File: src/hw/rtl/c2s_pkg.sv
// shared types, constants and the arctangent table of the cartesian to spherical unit
// used by every rtl file of the block, depends on nothing
package c2s_pkg;

    localparam int CORDIC_STAGES = 16;
    localparam int ANGLE_TABLE_SIZE = 32;
    localparam int NUM_ROT = (CORDIC_STAGES < ANGLE_TABLE_SIZE) ? CORDIC_STAGES
                                                                : ANGLE_TABLE_SIZE;
    localparam int SQRT_STEPS = 16;
    localparam int CW = 36;
    localparam int LATENCY = 1 + SQRT_STEPS + NUM_ROT + 1;

    typedef struct packed {
        logic [31:0]          v;
        logic [31:0]          res;
        logic signed [CW-1:0] lx;
        logic signed [CW-1:0] ly;
        logic [31:0]          lacc;
        logic                 lzero;
        logic signed [16:0]   z;
    } t_sqrt_word;

    typedef struct packed {
        logic signed [CW-1:0] lx;
        logic signed [CW-1:0] ly;
        logic [31:0]          lacc;
        logic signed [CW-1:0] bx;
        logic signed [CW-1:0] by;
        logic [31:0]          bacc;
        logic                 lzero;
    } t_cordic_word;

    function automatic logic [31:0] atan_turn(input logic [4:0] idx);
        logic [31:0] a;
        case (idx)
            5'd0:  a = 32'd536870912;
            5'd1:  a = 32'd316933406;
            5'd2:  a = 32'd167458907;
            5'd3:  a = 32'd85004756;
            5'd4:  a = 32'd42667331;
            5'd5:  a = 32'd21354465;
            5'd6:  a = 32'd10679838;
            5'd7:  a = 32'd5340245;
            5'd8:  a = 32'd2670163;
            5'd9:  a = 32'd1335087;
            5'd10: a = 32'd667544;
            5'd11: a = 32'd333772;
            5'd12: a = 32'd166886;
            5'd13: a = 32'd83443;
            5'd14: a = 32'd41722;
            5'd15: a = 32'd20861;
            5'd16: a = 32'd10430;
            5'd17: a = 32'd5215;
            5'd18: a = 32'd2608;
            5'd19: a = 32'd1304;
            5'd20: a = 32'd652;
            5'd21: a = 32'd326;
            5'd22: a = 32'd163;
            5'd23: a = 32'd81;
            5'd24: a = 32'd41;
            5'd25: a = 32'd20;
            5'd26: a = 32'd10;
            5'd27: a = 32'd5;
            5'd28: a = 32'd3;
            5'd29: a = 32'd1;
            5'd30: a = 32'd1;
            default: a = 32'd0;
        endcase
        return a;
    endfunction

endpackage

File: src/hw/rtl/c2s_cordic_cell.sv
// one vectoring micro-rotation for the longitude and latitude lanes
// depends on c2s_pkg
module c2s_cordic_cell (
    input  logic                  i_clk,
    input  logic                  i_rst_n,
    input  logic [4:0]            i_stage,
    input  logic                  i_valid,
    input  c2s_pkg::t_cordic_word i_word,
    output logic                  o_valid,
    output c2s_pkg::t_cordic_word o_word
);
    logic                  r_valid;
    c2s_pkg::t_cordic_word r_word;
    c2s_pkg::t_cordic_word n_word;
    logic [31:0]           ang;

    always_comb begin
        ang = c2s_pkg::atan_turn(i_stage);
        n_word = i_word;
        if (!i_word.ly[c2s_pkg::CW-1]) begin
            n_word.lx = i_word.lx + (i_word.ly >>> i_stage);
            n_word.ly = i_word.ly - (i_word.lx >>> i_stage);
            n_word.lacc = i_word.lacc + ang;
        end else begin
            n_word.lx = i_word.lx - (i_word.ly >>> i_stage);
            n_word.ly = i_word.ly + (i_word.lx >>> i_stage);
            n_word.lacc = i_word.lacc - ang;
        end
        if (!i_word.by[c2s_pkg::CW-1]) begin
            n_word.bx = i_word.bx + (i_word.by >>> i_stage);
            n_word.by = i_word.by - (i_word.bx >>> i_stage);
            n_word.bacc = i_word.bacc + ang;
        end else begin
            n_word.bx = i_word.bx - (i_word.by >>> i_stage);
            n_word.by = i_word.by + (i_word.bx >>> i_stage);
            n_word.bacc = i_word.bacc - ang;
        end
    end

    always_ff @(posedge i_clk) begin
        if (!i_rst_n) begin
            r_valid <= 1'b0;
        end else begin
            r_valid <= i_valid;
        end
        r_word <= n_word;
    end

    assign o_valid = r_valid;
    assign o_word = r_word;
endmodule

File: config.mk
export PLATFORM = sky130hd
export DESIGN_NAME = c2s_cordic_cell
export DESIGN_NICKNAME = d
export VERILOG_FILES = /design/src/hw/rtl/c2s_pkg.sv /design/src/hw/rtl/c2s_cordic_cell.sv
export SDC_FILE = /design/constraint.sdc
export NUM_CORES = 1
export LEC_CHECK = 0
export ABC_AREA = 1
export BUFFER_PORTS_ARGS = -buffer_cell sky130_fd_sc_hd__buf_4
export CAP_MARGIN = 20
export CORE_MARGIN = 5
export CORE_UTILIZATION = 55
export CTS_BUF_LIST = sky130_fd_sc_hd__clkbuf_4
export CTS_CLUSTER_SIZE = 24
export DETAILED_ROUTE_END_ITERATION = 6
export PLACE_DENSITY = 0.81
export SYNTH_ARGS = -nofsm -noshare
export SYNTH_HDL_FRONTEND = slang
export SYNTH_SLANG_ARGS = --single-unit
File: constraint.sdc
create_clock -name i_clk -period 4.97 [get_ports i_clk]
set_clock_uncertainty 0.1 [all_clocks]
set_input_delay 0.994 -clock i_clk [delete_from_list [all_inputs] [get_ports i_clk]]
set_output_delay 0.994 -clock i_clk [all_outputs]
set_load 0.01 [all_outputs]
==> out/results.tsv <==
metric	value	unit
run status	complete, no violations	
Synth Area per Inst	5.57	µm²
RSZ-0062 raised after global routing	false	
fmax	208	MHz
final RePlAce weighted congestion	1.10	
pin count of the biggest net entering global routing	79	
Chip Width	240	µm
post-DP HPWL	107	mm
top post-synthesis cells by area	nand2_1 23%, dfxtp_1 14%, nand3_1 14%	
GRT Total Usage	43.0	%
MaxCap Viol Count	0	
Synth top cells by count	1,781 x nand2_1, 827 x nand3_1, 496 x inv_1, 392 x nor2_1, 274 x a21oi_1	
Crit-path slowest cell	ha_1	
Starting Density	55.5	%
CP Class	input pin to flop	
final setup fails	0	
Min Hold Slack	0.180	ns
sw power	5500	µW
routed length per instance	17.8	µm
Mapped Area	29200	µm²
Pleak	0.0235	µW
CTS tree	yes	
1st-pass router iterations	7	
final count of pins violating max slew	0	
Synth Net Count	5670	
fill count	3985	
number of H-tree levels	2	
global route overflow	0	
CP endpoint kind	flop	
# IOs	427	
Die Ht	240	µm
Top FF cell, synth	dfxtp_1	
Sw Ratio	43.3	%
IO Port Bufs	426	
Clock power frac	13.8	%
CTS Buffer Depth	3	
register area share after synthesis	14.4	%
drt initial violations	5216	
clk root buf	clkbuf_4	
Vias/cell	5.73	
CP max stage delay	0.35	ns
CTS Sinks	210	
vias in the first global route	39600	
yosys warns	0	
Final min period	4.82	ns
total CTS buffers	56	
Vias	42300	
core area	52600	µm²
Combinational Power Share	65.3	%
die area	57800	µm²
Cell Area, Placed	41100	µm²
flop and latch count out of synthesis	210	
Design Area, Final	41900	µm²
worst slack, placed	-0.524	ns
worst-path maximum fanout	48	
initial antenna violation count	4	
Hold Path Class	input pin to flop	
setup repair bufs after CTS	0	
P&R area growth vs syn	43.7	%
Finished Layout Cells	7382	
number of synthesized flops with an enable pin	0	
number of hold buffers added after CTS	0	
fin crit share	97.0	%
drc violations	0	
fin worst setup slack	0.151	ns
share of layout cells above drive strength 1	25.4	%
internal power	7210	µW
Data arrival, critical path	5.52	ns
Peak VDD IR	0.364	mV
Finished Core Util	79.8	%
ANT nets after route	0	
first-pass GRT wire length	202	mm
WL final	131	mm
library cells used by synthesis	52	
Hold Fails Final Rpt	0	
Post-Synthesis Cells	5234	
crit path launch type	input pin	
FFs w/ async S/R, synth	0	%
CP required	5.67	ns
# nets final	7086	
Resized cells post-CTS	0	
Slew @ Worst Pin	0.655	ns
largest area contributor in the netlist	nand2_1	
top-count cell post-synth	nand2_1	
Flop pwr share	20.9	%
row count	84	
Worst slew margin	56.3	%
Post-Place Cells	7280	
pwr dens	303	nW/µm²
share of the synthesized area in the top cell type	22.9	%
most used cell, CP	nand2_1	
Reg clk slew, reported paths	0.07	ns
## logic make-up after synthesis
family / share of synthesized area [%]
AND/OR/NAND/NOR: 44.3
AO/OA/AOI/OAI: 13.7
buffers and inverters: 9.76
XOR/XNOR: 8.23
adder cells (fa/ha/maj): 9.55
flip-flops: 14.4
## layout by cell type, fill, tap and decap left out, drive strengths merged, types with 2 or more instances in the layout
cell    count
a21oi     276
fa          6
buf      1545
o221ai      7
o21ai     265
a31oi      66
o31ai       7
o21a       13
nand3     828
nand4      26
a221oi      4
a21o       33
o311ai      2
clkinv     19
o32ai       2
o21bai      6
and2        5
nand2    1785
nor4       14
nand3b      6
o22ai       3
clkbuf     79
nor3       28
xor2      204
diode       2
dfxtp     210
nor2      409
ha        213
a21boi     10
xnor2      70
bufinv      3
inv       522
o211ai     19
## final cells by class
| cell class | count | area, µm² | share of cell area (%) |
|---|---|---|---|
| multi-input cells | 4314 | 22200 | 52.9 |
| repair buffers | 1545 | 11900 | 28.4 |
| flip-flops and latches | 210 | 4200 | 10.0 |
| inverters | 523 | 1970 | 4.70 |
| well taps | 688 | 861 | 2.05 |
| clock buffers | 79 | 593 | 1.41 |
| clock inverters | 21 | 169 | 0.403 |
| diodes | 2 | 5.00 | 0.0119 |
## final timing paths
path                    from                 end  slack, ns  cells past startpoint
setup / recovery  i_stage[0]  o_word[65]$_DFF_P_       0.15                     33
hold / removal     i_word[0]   o_word[0]$_DFF_P_       0.18                      1
## metal layers
metal / GRT usage [%] / part of all wire, %
met5: 0 / 0.016
met4: 22.0 / 6.4
met3: 10.9 / 14
met2: 66.6 / 42
met1: 55.3 / 38
## power by group through the flow
stage | Clock (µW) | Combinational, µW | Sequential [µW]
final | 1750 | 8300 | 2650
after global routing | 1850 | 8900 | 2700
after CTS | 1740 | 8120 | 2650
after detailed placement | 0 | 8020 | 2660
after global placement | 0 | 7850 | 2640
after floorplan | 0 | 3390 | 2970
## critical path, delay by kind of cell
family / cells / cell delay (ns)
fa+ha+maj: 2 / 0.55
simple gates: 16 / 1.91
compound gates: 5 / 0.69
xor+xnor: 2 / 0.35
buf+inv: 8 / 1.04
## registers in the layout (all words and copies together) (netlist names)
| signal | flops |
|---|---|
| o_word | 209 |
| o_valid | 1 |
## metrics by stage
step | power [µW] | TNS, ns
final | 12700 | 0
after global routing | 13500 | 0
after CTS | 12500 | 0
after detailed placement | 10700 | -16.77
after global placement | 10500 | -7.95
after floorplan | 6360 | 0
Power figures use the tool's default switching activity.
